File: src/hw/rtl/mrhp_pkg.sv
// Package with the types and constants shared by the holding-register response parser.
package mrhp_pkg;

   // Function codes seen in byte 1 of the response.
   localparam logic [7:0] FUNC_READ_HOLDING = 8'h03;
   localparam logic [7:0] FUNC_EXCEPTION_FLAG = 8'h80;
   localparam logic [7:0] FUNC_EXCEPTION = FUNC_READ_HOLDING | FUNC_EXCEPTION_FLAG;

   // Header length: slave address, function code, byte count.
   localparam logic [8:0] HEADER_BYTES = 9'd3;
   localparam logic [8:0] POS_LIMIT = 9'd511;

   // Configuration register indexes.
   localparam logic CSR_EXPECTED_SLAVE = 1'b0;
   localparam logic CSR_EXPECTED_QUANTITY = 1'b1;

   // Result kinds.
   localparam logic KIND_REGISTER = 1'b0;
   localparam logic KIND_STATUS = 1'b1;

   // Class of the function code byte.
   typedef enum logic [1:0] {
      FCLASS_NORMAL = 2'd0,
      FCLASS_EXCEPTION = 2'd1,
      FCLASS_OTHER = 2'd2
   } fclass_type;

   // Frame status codes.
   typedef enum logic [2:0] {
      STATUS_OK = 3'd0,
      STATUS_INVALID_ARG = 3'd1,
      STATUS_LENGTH_ERROR = 3'd2,
      STATUS_SLAVE_MISMATCH = 3'd3,
      STATUS_EXCEPTION = 3'd4,
      STATUS_FUNCTION_ERROR = 3'd5
   } status_type;

   // One result word.
   typedef struct packed {
      logic        result_kind;
      logic [6:0]  reg_index;
      logic [15:0] reg_value;
      logic [2:0]  frame_status;
      logic [7:0]  exception_code;
      logic        frame_done;
   } result_type;

   // Up to two result words written into the queue in one cycle.
   typedef struct packed {
      logic [1:0] count;
      result_type first;
      result_type second;
   } push_type;

endpackage

File: src/hw/rtl/mrhp_parser.sv
// Input register, frame state and per-byte result logic of the response parser.
module mrhp_parser #(
   parameter int MAX_QUANTITY = 125
) (
   input  logic                clock,
   input  logic                reset,
   input  logic                csr_wen,
   input  logic                csr_index,
   input  logic [7:0]          csr_wdata,
   input  logic                req_tvalid,
   output logic                req_tready,
   input  logic [7:0]          req_byte,
   input  logic                req_last,
   input  logic                queue_room,
   output mrhp_pkg::push_type  push
);
   import mrhp_pkg::*;

   localparam logic [6:0] MAX_Q = 7'(MAX_QUANTITY);

   logic [7:0] expected_slave_ff;
   logic [6:0] expected_quantity_ff;

   logic       stage_valid_ff;
   logic [7:0] stage_byte_ff;
   logic       stage_last_ff;

   logic [8:0] byte_position_ff, byte_position_in;
   logic       slave_matched_ff, slave_matched_in;
   fclass_type function_class_ff, function_class_in;
   logic       count_matched_ff, count_matched_in;
   logic [7:0] held_exception_ff, held_exception_in;
   logic [7:0] high_byte_hold_ff, high_byte_hold_in;

   logic       fire;
   logic       quantity_ok;
   logic [7:0] want_bytes;
   logic [8:0] body_pos;
   logic [7:0] pair_index;
   logic       emit_reg;
   logic [8:0] final_pos;
   status_type status;
   logic [7:0] exc_code;
   result_type reg_result;
   result_type status_result;

   // The staged byte moves on when the queue can take two words.
   assign fire = stage_valid_ff && queue_room;
   assign req_tready = !stage_valid_ff || queue_room;

   // Configuration registers.
   always_ff @(posedge clock) begin
      if (reset) begin
         expected_slave_ff <= 8'd1;
         expected_quantity_ff <= 7'd1;
      end else if (csr_wen) begin
         case (csr_index)
            CSR_EXPECTED_SLAVE: expected_slave_ff <= csr_wdata;
            CSR_EXPECTED_QUANTITY: expected_quantity_ff <= csr_wdata[6:0];
            default: ;
         endcase
      end
   end

   // Input register.
   always_ff @(posedge clock) begin
      if (reset) begin
         stage_valid_ff <= 1'b0;
      end else if (req_tvalid && req_tready) begin
         stage_valid_ff <= 1'b1;
      end else if (fire) begin
         stage_valid_ff <= 1'b0;
      end
      if (req_tvalid && req_tready) begin
         stage_byte_ff <= req_byte;
         stage_last_ff <= req_last;
      end
   end

   assign quantity_ok = (expected_quantity_ff != 7'd0) && (expected_quantity_ff <= MAX_Q);
   assign want_bytes = {expected_quantity_ff, 1'b0};
   assign body_pos = byte_position_ff - HEADER_BYTES;
   assign pair_index = body_pos[8:1];

   // Header checks and register assembly for the staged byte.
   always_comb begin
      slave_matched_in = slave_matched_ff;
      function_class_in = function_class_ff;
      count_matched_in = count_matched_ff;
      held_exception_in = held_exception_ff;
      high_byte_hold_in = high_byte_hold_ff;
      emit_reg = 1'b0;
      case (byte_position_ff)
         9'd0: slave_matched_in = (stage_byte_ff == expected_slave_ff);
         9'd1: begin
            if (stage_byte_ff == FUNC_READ_HOLDING) begin
               function_class_in = FCLASS_NORMAL;
            end else if (stage_byte_ff == FUNC_EXCEPTION) begin
               function_class_in = FCLASS_EXCEPTION;
            end else begin
               function_class_in = FCLASS_OTHER;
            end
         end
         9'd2: begin
            count_matched_in = (stage_byte_ff == want_bytes);
            held_exception_in = stage_byte_ff;
         end
         default: begin
            if (!body_pos[0]) begin
               high_byte_hold_in = stage_byte_ff;
            end else begin
               emit_reg = quantity_ok && slave_matched_ff &&
                          (function_class_ff == FCLASS_NORMAL) && count_matched_ff &&
                          (pair_index < {1'b0, expected_quantity_ff});
            end
         end
      endcase
   end

   // Frame status in priority order, taken with this byte's header updates.
   assign final_pos = {1'b0, expected_quantity_ff, 1'b0} + 9'd2;

   always_comb begin
      exc_code = 8'd0;
      if (!quantity_ok) begin
         status = STATUS_INVALID_ARG;
      end else if (byte_position_ff < 9'd2) begin
         status = STATUS_LENGTH_ERROR;
      end else if (!slave_matched_in) begin
         status = STATUS_SLAVE_MISMATCH;
      end else if (function_class_in == FCLASS_EXCEPTION) begin
         status = STATUS_EXCEPTION;
         exc_code = held_exception_in;
      end else if (function_class_in != FCLASS_NORMAL) begin
         status = STATUS_FUNCTION_ERROR;
      end else if (!count_matched_in || (byte_position_ff != final_pos)) begin
         status = STATUS_LENGTH_ERROR;
      end else begin
         status = STATUS_OK;
      end
   end

   // Result words for the queue.
   always_comb begin
      reg_result.result_kind = KIND_REGISTER;
      reg_result.reg_index = pair_index[6:0];
      reg_result.reg_value = {high_byte_hold_ff, stage_byte_ff};
      reg_result.frame_status = 3'd0;
      reg_result.exception_code = 8'd0;
      reg_result.frame_done = 1'b0;

      status_result.result_kind = KIND_STATUS;
      status_result.reg_index = 7'd0;
      status_result.reg_value = 16'd0;
      status_result.frame_status = status;
      status_result.exception_code = exc_code;
      status_result.frame_done = 1'b1;

      push.first = emit_reg ? reg_result : status_result;
      push.second = status_result;
      push.count = 2'd0;
      if (fire) begin
         push.count = {1'b0, emit_reg} + {1'b0, stage_last_ff};
      end
   end

   // Position counter, saturating at its limit.
   always_comb begin
      byte_position_in = byte_position_ff;
      if (byte_position_ff < POS_LIMIT) begin
         byte_position_in = byte_position_ff + 9'd1;
      end
   end

   // Frame state; the last byte returns everything to zero.
   always_ff @(posedge clock) begin
      if (reset || (fire && stage_last_ff)) begin
         byte_position_ff <= 9'd0;
         slave_matched_ff <= 1'b0;
         function_class_ff <= FCLASS_NORMAL;
         count_matched_ff <= 1'b0;
         held_exception_ff <= 8'd0;
         high_byte_hold_ff <= 8'd0;
      end else if (fire) begin
         byte_position_ff <= byte_position_in;
         slave_matched_ff <= slave_matched_in;
         function_class_ff <= function_class_in;
         count_matched_ff <= count_matched_in;
         held_exception_ff <= held_exception_in;
         high_byte_hold_ff <= high_byte_hold_in;
      end
   end

endmodule

File: src/hw/rtl/mrhp_result_queue.sv
// Four-word result queue that takes up to two words a cycle and gives one.
module mrhp_result_queue (
   input  logic                  clock,
   input  logic                  reset,
   input  mrhp_pkg::push_type    push,
   output logic                  room,
   output logic                  rsp_valid,
   input  logic                  rsp_ready,
   output mrhp_pkg::result_type  rsp_word
);
   import mrhp_pkg::*;

   localparam int DEPTH = 4;
   localparam int PTR_W = $clog2(DEPTH);

   result_type entry_ff [DEPTH];
   logic [PTR_W-1:0] wr_ptr_ff, rd_ptr_ff;
   logic [PTR_W:0]   count_ff, count_in;
   logic             pop;
   logic [PTR_W-1:0] wr_next;

   // Room means two free words, counted before this cycle's pop.
   assign room = count_ff <= (PTR_W+1)'(DEPTH - 2);
   assign rsp_valid = count_ff != '0;
   assign rsp_word = entry_ff[rd_ptr_ff];
   assign pop = rsp_valid && rsp_ready;
   assign wr_next = wr_ptr_ff + PTR_W'(1);
   assign count_in = count_ff + (PTR_W+1)'(push.count) - (PTR_W+1)'(pop);

   // Storage writes at the write pointer and the one after it.
   always_ff @(posedge clock) begin
      if (push.count != 2'd0) begin
         entry_ff[wr_ptr_ff] <= push.first;
      end
      if (push.count == 2'd2) begin
         entry_ff[wr_next] <= push.second;
      end
   end

   // Pointers and fill count.
   always_ff @(posedge clock) begin
      if (reset) begin
         wr_ptr_ff <= '0;
         rd_ptr_ff <= '0;
         count_ff <= '0;
      end else begin
         wr_ptr_ff <= wr_ptr_ff + PTR_W'(push.count);
         rd_ptr_ff <= rd_ptr_ff + PTR_W'(pop);
         count_ff <= count_in;
      end
   end

`ifndef SYNTHESIS
   a_count_bound: assert property (@(posedge clock) disable iff (reset)
      count_ff <= (PTR_W+1)'(DEPTH))
      else $error("result queue count exceeds its depth");
   a_no_overflow: assert property (@(posedge clock) disable iff (reset)
      (push.count != 2'd0) |-> room)
      else $error("result queue written without room");
   a_pop_drains: assert property (@(posedge clock) disable iff (reset)
      (pop && push.count == 2'd0) |=> (count_ff == $past(count_ff) - (PTR_W+1)'(1)))
      else $error("result queue count did not drop after a pop");
   a_ptr_gap: assert property (@(posedge clock) disable iff (reset)
      (wr_ptr_ff - rd_ptr_ff) == count_ff[PTR_W-1:0])
      else $error("result queue pointers disagree with count");
`endif

endmodule

File: src/hw/rtl/modbus_read_holding_response_parser.sv
// Top level of the holding-register response parser: byte stream in, results out.
//
//   Channel   Direction  Handshake              Payload
//   req_      in         req_tvalid/tready      tdata = data_byte, tlast = end_of_frame
//   rsp_      out        rsp_tvalid/tready      tdata = index/value/status/exception,
//                                               tuser = result_kind, tlast = frame_done
//   csr_      in         csr_wen                csr_index, csr_wdata
//
// One byte is taken every cycle; a byte waits in the input register and its results go into
// the result queue, which drives the output. The four-word result queue sets the rate:
// a byte moves on only while two words are free, so a stalled output holds the input.
// A byte can give a register word and a status word; they leave one per cycle.
// Reset is synchronous and restores the configuration defaults and an empty frame.
module modbus_read_holding_response_parser #(
   parameter int MAX_QUANTITY = 125
) (
   input  logic        clock,
   input  logic        reset,
   input  logic        csr_wen,
   input  logic        csr_index,
   input  logic [7:0]  csr_wdata,
   input  logic        req_tvalid,
   output logic        req_tready,
   input  logic [7:0]  req_tdata,   // [7:0] data_byte
   input  logic        req_tlast,
   output logic        rsp_tvalid,
   input  logic        rsp_tready,
   output logic [39:0] rsp_tdata,   // [6:0] reg_index, [22:7] reg_value,
                                    // [25:23] frame_status, [33:26] exception_code, zeros
   output logic        rsp_tuser,   // [0] result_kind
   output logic        rsp_tlast
);
   import mrhp_pkg::*;

   push_type   push;
   logic       queue_room;
   result_type rsp_word;

   mrhp_parser #(
      .MAX_QUANTITY(MAX_QUANTITY)
   ) u_parser (
      .clock(clock),
      .reset(reset),
      .csr_wen(csr_wen),
      .csr_index(csr_index),
      .csr_wdata(csr_wdata),
      .req_tvalid(req_tvalid),
      .req_tready(req_tready),
      .req_byte(req_tdata),
      .req_last(req_tlast),
      .queue_room(queue_room),
      .push(push)
   );

   mrhp_result_queue u_queue (
      .clock(clock),
      .reset(reset),
      .push(push),
      .room(queue_room),
      .rsp_valid(rsp_tvalid),
      .rsp_ready(rsp_tready),
      .rsp_word(rsp_word)
   );

   // Pack the result word onto the output bus.
   assign rsp_tdata = {6'd0, rsp_word.exception_code, rsp_word.frame_status,
                       rsp_word.reg_value, rsp_word.reg_index};
   assign rsp_tuser = rsp_word.result_kind;
   assign rsp_tlast = rsp_word.frame_done;

endmodule

File: config.mk
export PLATFORM = sky130hd
export DESIGN_NAME = modbus_read_holding_response_parser
export DESIGN_NICKNAME = d
export VERILOG_FILES = /design/src/hw/rtl/mrhp_pkg.sv /design/src/hw/rtl/mrhp_parser.sv /design/src/hw/rtl/mrhp_result_queue.sv /design/src/hw/rtl/modbus_read_holding_response_parser.sv
export SDC_FILE = /design/constraint.sdc
export NUM_CORES = 1
export LEC_CHECK = 0
export ABC_AREA = 1
export BUFFER_PORTS_ARGS = -buffer_cell sky130_fd_sc_hd__clkbuf_2
export CAP_MARGIN = 20
export CORE_MARGIN = 3
export CORE_UTILIZATION = 50
export CTS_BUF_LIST = sky130_fd_sc_hd__clkbuf_16
export CTS_CLUSTER_DIAMETER = 30
export DETAILED_ROUTE_END_ITERATION = 6
export MAX_ROUTING_LAYER = met4
export PLACE_DENSITY = 0.68
export SLEW_MARGIN = 20
export SYNTH_ARGS = -nofsm -noshare
export SYNTH_HDL_FRONTEND = slang
export SYNTH_SLANG_ARGS = --single-unit
File: constraint.sdc
create_clock -name clock -period 4.7 [get_ports clock]
set_clock_uncertainty 0.2 [all_clocks]
set_input_delay 0.94 -clock clock [delete_from_list [all_inputs] [get_ports clock]]
set_output_delay 0.94 -clock clock [all_outputs]
set_load 0.05 [all_outputs]
==> impl_metrics.toml, run 1 <==
[power]
ir_drop_v = 0.0004318
switching_power_mw = 2.490
seqPwrFrac_pct = 28.5
p_comb_share_pct = 27.1
leakage_nw = 5.495
p_int_mw = 4.391
power_density_mw_per_mm2 = 593.0
swShare_pct = 36.18
p_clk_share_pct = 44.4

[route]
ant_nets = 0
drt-initial-drc-count = 728
first_pass_iters = 5
drc_errors = 0
num_vias = 8542
finalWirelength_um = 25800
routedWlPerCell_um = 16.03
vias_per_cell = 5.309

[timing]
hold_viol = 0
fin_setup_tns_ns = 0
drv_slew = 0
finalSetupViolCount = 0
fin_hold_ws_ns = 0.2430
worst-slew-pin-transition_ns = 1.094
rsz0062_at_grt = "false"
finalCritPeriodShare_pct = 89.14
period_minus_slack_ns = 4.190
max_freq_mhz = 238.7
relSlewSlack_pct = 26.32

[grt]
grt_overflow = 0
grt.total_usage_pct = 25.17
grt_max_degree = 43
grt_antenna_before_repair = 0
grt_pass1_vias = 8198
grt_pass1_wl_um = 42290

[clock_tree]
cts_root_buf = "clkbuf_16"
htreeDepth = 2
clkTransAtPathRegs_ns = 0.04
clk_latency_ns = 0.52
cts.sinks = 201
cts_buffers = 42
clock_path_buffers = 3
post_cts_buffers = 0
cts_tree = "done"

[logic_synthesis]
synthCells = 1253
ys_ff_latch = 201
syn_area_mm2 = 0.009689
synth_edf_count = 53
synth.distinct_cells = 44
async_flop_share_pct = 0
synth_area_per_cell_um2 = 7.733
ys_seq_area_share_pct = 47.00
synthFlopType = "dfxtp_1"
yosysWarnings = 0

[flow_run]
maxCapViolations = 0

[place]
portBuffers = 60
dp_hpwl_um = 16230
place_area_mm2 = 0.01012
place_congestion = 0.9132

[layout]
stdcell_area_mm2 = 0.01160
antenna_cells = 0
layout-drive-gt1-share_pct = 15.20
final_nets = 1357
area_growth_pct = 19.77

[worst_setup_path]
cp_max_fo = 23
endpoint_kind = "flop"
startpoint_type = "flop"
required_ns = 4.94
reg2reg_slack_ns = 0.51
cp.arrival_ns = 4.43
path_class = "reg2reg"

[die]
chipWidth_um = 145.2
start_util_pct = 51.28
coreArea_mm2 = 0.01889
num_rows = 50
die-area_mm2 = 0.02108
die_y_um = 145.2
ios = 67

[worst_hold_path]
min_path_type = "reg2reg"

[status]
status = "complete, no violations"
[power by group through the flow]
stage / Combinational [mW] / Clock, mW / Sequential [mW]
floorplan: 1.47 / 0 / 1.92
global placement: 1.84 / 0 / 1.99
detailed placement: 1.85 / 0 / 1.99
CTS: 1.86 / 3.09 / 1.96
global route: 2.01 / 3.19 / 1.97
finish: 1.87 / 3.05 / 1.96
[repair_timing]
item	4_1_cts	5_1_grt
endpoints found under the setup margin	0	6
resized for setup	0	2
hold buffers	0	0
endpoints found under the hold margin	0	0
[per-layer routing]
metal  vias up  track usage [%]  routed length [um]
met2       332            39.61               11850
li1       4178                -                   -
met3        53            4.966                1985
met5         -                -                   0
met1      3979            32.75               11510
met4         0            8.547                 454
[metrics by stage]
stage	setup slack, ns	utilization (%)	instances	total power [mW]
after floorplan	0.5141	-	1258	3.396
after global placement	0.5984	53.55	1532	3.826
after detailed placement	0.4663	53.55	1532	3.837
after CTS	0.4511	61.40	1609	6.911
after global routing	0.06919	61.42	1609	7.159
final	0.5103	61.42	1609	6.881
[final timing paths]
check	start	cells past startpoint	to
max reg2reg	u_parser.byte_position_ff[1]$_SDFFE_PP0P_	25	u_queue.entry_ff[0][12]$_SDFFE_PP0N_
max	u_parser.byte_position_ff[1]$_SDFFE_PP0P_	25	u_queue.entry_ff[0][12]$_SDFFE_PP0N_
min reg2reg	u_queue.entry_ff[1][17]$_SDFFE_PP0N_	2	u_queue.entry_ff[1][17]$_SDFFE_PP0N_
min	u_queue.entry_ff[1][17]$_SDFFE_PP0N_	2	u_queue.entry_ff[1][17]$_SDFFE_PP0N_
[synthesized netlist by cell type, types with 2 or more instances]
cell	number	share of area (%)
clkinv_1	3	0.12
nor2_8	10	2.1
nor2_1	167	6.5
edfxtp_1	53	16
nand2_2	4	0.26
nand4_2	6	0.77
xnor2_1	8	0.72
o21a_1	10	0.77
nor2_4	3	0.35
nand4_1	3	0.19
a21oi_1	34	1.8
o22ai_1	36	2.3
nand3_1	47	2.4
nor3_1	7	0.36
buf_4	7	0.54
nand4_4	2	0.44
o211ai_1	5	0.39
nor3_2	4	0.41
xor2_1	14	1.3
buf_6	7	0.81
clkbuf_1	33	1.3
inv_2	15	0.58
buf_1	2	0.078
inv_1	80	3.1
ha_1	17	2.2
buf_2	13	0.67
nor2_2	9	0.58
dfxtp_1	148	31
o21ai_0	122	6.3
nand2_1	370	14
[critical path, cell delays in order, from the launching register on]
cell and delay [ns]:
dfxtp_1 0.38, nand2_1 0.12, inv_1 0.06, nor2_1 0.15, nand3_1 0.14, nor2_1 0.13, xor2_1 0.43, ha_1 0.23
nor2_1 0.05, nand4_1 0.11, nor2_1 0.06, nand2_2 0.08, nor2_4 0.05, nand2_2 0.08, clkinv_1 0.08, ha_1 0.31
inv_1 0.07, nor2_2 0.05, nor2_2 0.26, nor3_2 0.08, inv_2 0.07, nand2_1 0.04, buf_4 0.20, inv_2 0.45
nand2_1 0.12, nand2_1 0.11
[cells by family after synthesis]
logic type               Yosys count  synth area share, %
AO/OA/AOI/OAI                    210                11.79
buffers and inverters            162                7.438
flip-flops                       201                47.00
AND/OR/NAND/NOR                  639                29.34
XOR/XNOR                          22                1.989
adder cells (fa/ha/maj)           18                2.402
other                              1              0.03870
[layout make-up]
type / count / area (um2)
Clock buffer: 43 / 1076
Clock inverter: 34 / 406.6
Fill cell: 1689 / 7288
Inverter: 98 / 367.9
Multi-Input combinational cell: 895 / 4438
Sequential cell: 201 / 4556
Tap cell: 260 / 325.3
Timing Repair Buffer: 78 / 435.4
[state kept, by name (all words and copies together), names as in the netlist]
| register | flops |
|---|---|
| u_parser.function_class_ff | 2 |
| u_parser.byte_position_ff | 9 |
| u_queue.entry_ff | 140 |
| u_parser.expected_slave_ff | 8 |
| u_queue.rd_ptr_ff | 2 |
| u_parser.stage_last_ff | 1 |
| u_queue.count_ff | 3 |
| u_parser.high_byte_hold_ff | 8 |
| u_parser.stage_byte_ff | 8 |
| u_queue.wr_ptr_ff | 2 |
| u_parser.stage_valid_ff | 1 |
| u_parser.expected_quantity_ff | 7 |
| u_parser.held_exception_ff | 8 |
| u_parser.slave_matched_ff | 1 |
| u_parser.count_matched_ff | 1 |
[layout by cell type, fill, tap and decap left out, drive strengths merged, types with 10 or more instances in the layout]
master,count
clkinv,18
nor3,11
nor2,189
nand4,11
edfxtp,53
clkbuf,103
xor2,14
o21a,10
a21oi,35
dfxtp,148
nand3,49
o22ai,36
buf,18
ha,17
nand2,375
o21ai,122
inv,104
Power figures use the tool's default switching activity.
==> run 2: changes to the inputs <==
--- a/config.mk
+++ b/config.mk
@@ -9,12 +9,12 @@
 export BUFFER_PORTS_ARGS = -buffer_cell sky130_fd_sc_hd__clkbuf_2
 export CAP_MARGIN = 20
 export CORE_MARGIN = 3
-export CORE_UTILIZATION = 50
+export CORE_UTILIZATION = 61
 export CTS_BUF_LIST = sky130_fd_sc_hd__clkbuf_16
 export CTS_CLUSTER_DIAMETER = 30
 export DETAILED_ROUTE_END_ITERATION = 6
 export MAX_ROUTING_LAYER = met4
-export PLACE_DENSITY = 0.68
+export PLACE_DENSITY = 0.8
 export SLEW_MARGIN = 20
 export SYNTH_ARGS = -nofsm -noshare
 export SYNTH_HDL_FRONTEND = slang
==> impl_metrics.toml, run 2 (synthesis gave the netlist of run 1 again) <==
[status]
status = "complete, no violations"

[clock_tree]
htreeDepth = 2
clock_path_buffers = 3
cts.sinks = 201
clkTransAtPathRegs_ns = 0.06
clk_latency_ns = 0.51
cts_buffers = 36
cts_root_buf = "clkbuf_16"
post_cts_buffers = 0
cts_tree = "done"
cts_resized = 0
hold_buffers = 0

[worst_hold_path]
worstHoldPathCells = 2
min_to = "u_queue.entry_ff[1][17]$_SDFFE_PP0N_"
min_path_type = "reg2reg"
hp-start = "u_queue.entry_ff[1][17]$_SDFFE_PP0N_"

[grt]
grt_max_degree = 72
grt_pass1_wl_um = 40590
grt.total_usage_pct = 29.35
grt_overflow = 0
grt_antenna_before_repair = 0
grt_pass1_vias = 8100

[layout]
antenna_cells = 0
area_growth_pct = 16.34
largest_reg_flops = 140
fill_cells = 1173
regArea_mm2 = 0.004556
final_common_cell = "nand2_1"
largest_register = "u_queue.entry_ff"
final_nets = 1350
layout-drive-gt1-share_pct = 14.88
layout_top_registers = "u_queue.entry_ff (140), u_parser.byte_position_ff (9)"
stdcell_area_mm2 = 0.01127
layout_common_cells = "nand2_1, nor2_1, dfxtp_1, o21ai_0, inv_1"
multiInputGateArea_mm2 = 0.004433

[worst_setup_path]
crit_chain = "ha_1 -> inv_1 -> nand2_1 -> nor2_1 -> xor2_1 -> ha_1 -> a21oi_1 -> nand2_1 -> nand2_1 -> nand2_2 -> clkinv_1 -> ha_1 -> inv_1 -> nor2_2 -> inv_1 -> nor2_1 -> nand3_1 -> nand2_1 -> buf_4 -> nand2_1 -> nor2_1"
crit_path_max_incr_delay_ns = 0.41
path_class = "reg2reg"
endpoint_kind = "flop"
cp.arrival_ns = 4.45
crit_slowest_cell = "xor2_1"
worstReg2RegEnd = "u_queue.entry_ff[0][9]$_DFFE_PP_"
reg2reg_slack_ns = 0.41
path_delay_family = "simple AND/OR/NAND/NOR gates"
required_ns = 4.86
startpoint_type = "flop"
crit_top_cell = "nand2_1"
r2r_cells = 21
timing.rr.start = "u_parser.byte_position_ff[0]$_SDFFE_PP0P_"
cp_max_fo = 13
critical_path_buf_inv_count = 5

[timing]
worst-slew-pin-transition_ns = 0.9393
relSlewSlack_pct = 36.72
hold_viol = 0
drv_slew = 0
timing.final.ws_setup_ns = 0.4059
finalSetupViolCount = 0
max_freq_mhz = 232.9
rsz0062_at_grt = "false"
period_minus_slack_ns = 4.294
finalCritPeriodShare_pct = 91.36
fin_setup_tns_ns = 0

[die]
start_util_pct = 63.04
coreArea_mm2 = 0.01537
num_rows = 45
chipWidth_um = 132.0
ios = 67
die-area_mm2 = 0.01743
die_y_um = 132.0

[place]
portBuffers = 60
place_congestion = 1.005
place_worst_setup_slack_ns = 0.4833
place_area_mm2 = 0.01005
dp_hpwl_um = 15840

[route]
drc_errors = 0
num_vias = 8707
vias_per_cell = 5.625
routedWlPerCell_um = 16.27
finalWirelength_um = 25190
ant_nets = 0
drt-initial-drc-count = 905
first_pass_iters = 7

[power]
ir_drop_v = 0.0006170
swShare_pct = 38.35
p_int_mw = 3.922
leakage_nw = 5.345
p_clk_share_pct = 40.1
switching_power_mw = 2.440
p_comb_share_pct = 29.7
fin_total_pwr_mw = 6.361
power_density_mw_per_mm2 = 564.4
seqPwrFrac_pct = 30.2

[flow_run]
maxCapViolations = 0
## run 2: changes by cell type in the layout (fill, tap and decap cells not counted)
cell and delta:
buf_4 -1, bufinv_16 -6, clkbuf_16 -4, clkinv_1 -2, clkinv_2 +1, clkinv_4 +4, clkinv_8 -1, clkinvlp_4 +1
inv_1 -6, inv_6 +1, inv_8 +1, nand2_1 +2, nand2_2 -2
## run 2: worst max-delay path by stage
stage,from,to,slack [ns],cells after the start
floorplan,u_parser.byte_position_ff[0]$_SDFFE_PP0P_,u_queue.entry_ff[0][3]$_DFFE_PP_,0.51,24
CTS,u_parser.byte_position_ff[0]$_SDFFE_PP0P_,u_queue.entry_ff[0][9]$_DFFE_PP_,0.45,23
global placement,u_parser.byte_position_ff[1]$_SDFFE_PP0P_,u_queue.entry_ff[0][2]$_DFFE_PP_,0.75,24
detailed placement,u_parser.byte_position_ff[0]$_SDFFE_PP0P_,u_queue.entry_ff[0][7]$_DFFE_PP_,0.48,23
finish,u_parser.byte_position_ff[0]$_SDFFE_PP0P_,u_queue.entry_ff[0][9]$_DFFE_PP_,0.41,21
global route,u_parser.byte_position_ff[0]$_SDFFE_PP0P_,u_queue.entry_ff[0][9]$_DFFE_PP_,0.03,21
## run 2: worst min-delay path: cells and delay by family (launching register included)
family	cells	cell delay, ns
DFF	1	0.30
and+or+nand+nor	2	0.10
## run 2: cell type report
type / count / share of cell area (%)
flip-flops and latches: 201 / 40.42
clock inverters: 27 / 2.198
clock buffers: 39 / 8.658
repair buffers: 77 / 3.796
well taps: 211 / 2.342
multi-input cells: 895 / 39.33
inverters: 98 / 3.263
## run 2: metrics by stage
step	instances	hold WS (ns)	utilization, %
2_1_floorplan	1258	0.2206	-
3_5_place_dp	1482	0.2335	65.37
6_report	1548	0.2474	73.33
4_1_cts	1548	0.2478	73.33
3_3_place_gp	1482	0.2308	65.37
5_1_grt	1548	0.2607	73.33
## run 2: power by group through the flow
| stage | Sequential (mW) | Combinational [mW] | Clock, mW |
|---|---|---|---|
| detailed placement | 1.95 | 1.86 | 0 |
| floorplan | 1.92 | 1.47 | 0 |
| finish | 1.92 | 1.89 | 2.55 |
| global placement | 1.95 | 1.85 | 0 |
| global route | 1.93 | 2.03 | 2.66 |
| CTS | 1.92 | 1.88 | 2.57 |
## run 2: per-layer routing
| metal | vias to the layer above | GRT usage [%] | share of wire (%) |
|---|---|---|---|
| li1 | 4172 | - | - |
| met1 | 3987 | 36.84 | 41 |
| met2 | 452 | 45.84 | 46 |
| met3 | 96 | 6.107 | 9.4 |
| met4 | 0 | 13.48 | 3.8 |
| met5 | - | - | 0 |
==> run 3: changes to the inputs <==
--- a/config.mk
+++ b/config.mk
@@ -9,13 +9,14 @@
 export BUFFER_PORTS_ARGS = -buffer_cell sky130_fd_sc_hd__clkbuf_2
 export CAP_MARGIN = 20
 export CORE_MARGIN = 3
-export CORE_UTILIZATION = 61
+export CORE_UTILIZATION = 62
 export CTS_BUF_LIST = sky130_fd_sc_hd__clkbuf_16
 export CTS_CLUSTER_DIAMETER = 30
 export DETAILED_ROUTE_END_ITERATION = 6
 export MAX_ROUTING_LAYER = met4
-export PLACE_DENSITY = 0.8
+export PLACE_DENSITY = 0.81
 export SLEW_MARGIN = 20
 export SYNTH_ARGS = -nofsm -noshare
 export SYNTH_HDL_FRONTEND = slang
+export SYNTH_HIERARCHICAL = 1
 export SYNTH_SLANG_ARGS = --single-unit
==> impl_metrics.toml, run 3 <==
[worst_setup_path]
r2r_cells = 19
startpoint_type = "flop"
required_ns = 4.71
worstReg2RegEnd = "u_queue/entry_ff[2][19]$_DFFE_PP_"
cp.arrival_ns = 4.25
cp_max_fo = 26
path_class = "reg2reg"
endpoint_kind = "flop"
reg2reg_slack_ns = 0.45
timing.rr.start = "u_parser/byte_position_ff[1]$_SDFFE_PP0P_"

[layout]
final_nets = 1401
largest_register = "u_queue/entry_ff"
fill_cells = 1317
antenna_cells = 0
layout-drive-gt1-share_pct = 19.43
final_common_cell = "nand2_1"
area_growth_pct = 14.17
layout_common_cells = "nand2_1, nor2_1, edfxtp_1, inv_1, o21ai_0"
largest_reg_flops = 144
layout_top_registers = "u_queue/entry_ff (144), u_parser/byte_position_ff (9)"
stdcell_area_mm2 = 0.01309

[clock_tree]
htreeDepth = 2
cts.sinks = 205
clock_path_buffers = 3
cts_tree = "done"
clk_latency_ns = 0.52
cts_resized = 0
cts_buffers = 43
cts_root_buf = "clkbuf_16"
clkTransAtPathRegs_ns = 0.05

[place]
place_congestion = 0.9840
portBuffers = 60
dp_hpwl_um = 17360
place_area_mm2 = 0.01167

[grt]
grt_pass1_vias = 9334
grt.total_usage_pct = 29.09
grt_antenna_before_repair = 0
grt_max_degree = 76
grt_pass1_wl_um = 45420
grt_overflow = 0

[die]
num_rows = 49
die_y_um = 142.0
coreArea_mm2 = 0.01809
chipWidth_um = 142.0
ios = 67
die-area_mm2 = 0.02016
start_util_pct = 63.40

[logic_synthesis]
async_flop_share_pct = 0
synthCells = 1309
synthFlopType = "edfxtp_1"
ys_seq_area_share_pct = 49.15
synth_top_area_cell = "edfxtp_1"
synth_edf_count = 153
ys_ff_latch = 205
post-synth-top-area-fraction_pct = 40.07
synth.area.top_cells = "edfxtp_1, dfxtp_1, nand2_1"
syn_area_mm2 = 0.01147
synth.distinct_cells = 38
synth_common_cells = "nand2_1, nor2_1, edfxtp_1, o21ai_0, inv_1"
yosysMostFrequentCell = "nand2_1"
synth_area_per_cell_um2 = 8.759
yosysWarnings = 6

[route]
first_pass_iters = 6
finalWirelength_um = 28040
vias_per_cell = 5.694
num_vias = 9247
ant_nets = 0
drt-initial-drc-count = 822
routedWlPerCell_um = 17.27
drc_errors = 0

[power]
ir_drop_v = 0.0003528
p_comb_share_pct = 22.2
p_clk_share_pct = 45.2
swShare_pct = 32.79
seqPwrFrac_pct = 32.6
p_int_mw = 4.304
switching_power_mw = 2.100
leakage_nw = 5.084
power_density_mw_per_mm2 = 489.2

[timing]
hold_viol = 0
finalSetupViolCount = 0
rsz0062_at_grt = "false"
finalCritPeriodShare_pct = 90.38
relSlewSlack_pct = 28.19
fin_hold_ws_ns = 0.2819
drv_slew = 0
worst-slew-pin-transition_ns = 1.077
max_freq_mhz = 235.4
period_minus_slack_ns = 4.248
fin_setup_tns_ns = 0

[worst_hold_path]
min_to = "u_parser/high_byte_hold_ff[5]$_SDFFE_PP0P_"
hp-start = "u_parser/high_byte_hold_ff[5]$_SDFFE_PP0P_"
worstHoldPathCells = 2
min_path_type = "reg2reg"

[status]
status = "complete, no violations"

[flow_run]
maxCapViolations = 0
-- run 3: cell types whose count changed after synthesis, sizes merged, moves of 10 or more --
| cell | change |
|---|---|
| nand2 | -117 |
| edfxtp | +100 |
| clkbuf | -16 |
| buf | +50 |
| inv | +29 |
| o21a | -10 |
| nand3 | -16 |
| dfxtp | -96 |
| o21ai | +147 |
-- run 3: metrics by stage --
stage	utilization [%]	setup slack [ns]	power, mW	cells
global placement	64.51	0.5981	3.492	1543
floorplan	-	-0.2460	3.200	1337
finish	72.38	0.4523	6.404	1624
global route	72.38	0.03572	6.672	1624
detailed placement	64.51	0.3998	3.519	1543
CTS	72.34	0.3381	6.417	1623
-- run 3: routing by layer --
layer  GRT usage [%]  up-vias  part of all wire [%]
met5               -        -                     0
met4           12.12        0                   2.7
met3           5.376       71                   8.1
met2           49.81      438                    50
met1           33.69     4263                    39
li1                -     4475                     -
-- run 3: cells by family (layout without fill, tap and decap cells) --
logic type	Yosys count	after routing	synth area share, %
xor+xnor	18	18	1.375
simple gates	498	498	18.54
flops	205	205	49.15
compound gates	345	345	18.23
buf+inv	222	280	10.57
fa+ha+maj	18	18	2.030
other cells	3	31	0.09820
-- run 3: worst max path at each step --
stage	start	endpoint	slack, ns	cells after the start
after floorplan	u_parser/byte_position_ff[1]$_SDFFE_PP0P_	u_queue/entry_ff[0][0]$_DFFE_PP_	-0.25	18
after global placement	u_parser/byte_position_ff[1]$_SDFFE_PP0P_	u_queue/entry_ff[3][17]$_DFFE_PP_	0.60	19
after detailed placement	u_parser/byte_position_ff[1]$_SDFFE_PP0P_	u_queue/entry_ff[3][35]$_DFFE_PP_	0.40	19
after CTS	u_parser/byte_position_ff[1]$_SDFFE_PP0P_	u_queue/entry_ff[3][22]$_DFFE_PP_	0.34	19
after global routing	u_parser/byte_position_ff[1]$_SDFFE_PP0P_	u_queue/entry_ff[2][34]$_DFFE_PP_	0.04	19
final	u_parser/byte_position_ff[1]$_SDFFE_PP0P_	u_queue/entry_ff[2][19]$_DFFE_PP_	0.45	19
-- run 3: power groups by stage --
stage / Combinational (mW) / Clock [mW] / Sequential (mW)
final: 1.42 / 2.89 / 2.09
after detailed placement: 1.40 / 0 / 2.12
after floorplan: 1.10 / 0 / 2.10
after global routing: 1.54 / 3.03 / 2.10
after CTS: 1.41 / 2.92 / 2.09
after global placement: 1.38 / 0 / 2.12
-- run 3: area by class of cell --
| type | count | area [um2] | area share [%] |
|---|---|---|---|
| Clock buffer | 45 | 1126 | 8.602 |
| Timing Repair Buffer | 76 | 508.0 | 3.880 |
| Tap cell | 229 | 286.5 | 2.189 |
| Clock inverter | 35 | 290.3 | 2.217 |
| Multi-Input combinational cell | 910 | 4778 | 36.50 |
| Inverter | 124 | 465.4 | 3.555 |
| Sequential cell | 205 | 5637 | 43.06 |
-- run 3: critical path, cell delays in order, from the launching register on --
cell,delay (ns)
dfxtp_1,0.36
nand2_1,0.12
inv_1,0.07
nor2_1,0.12
nand3_1,0.12
nor2_1,0.15
xor2_1,0.19
inv_1,0.07
ha_1,0.18
nor4_1,0.30
nand3_1,0.13
nor3_2,0.13
nand2_2,0.07
inv_1,0.08
ha_1,0.14
inv_1,0.05
nor2_1,0.26
nor2_1,0.24
o31ai_4,0.66
buf_12,0.29
-- run 3: what timing repair did --
action | 4_1_cts | 5_1_grt
setup buffers | 0 | 1
hold buffers | 0 | 0
setup endpoints to repair | 0 | 25
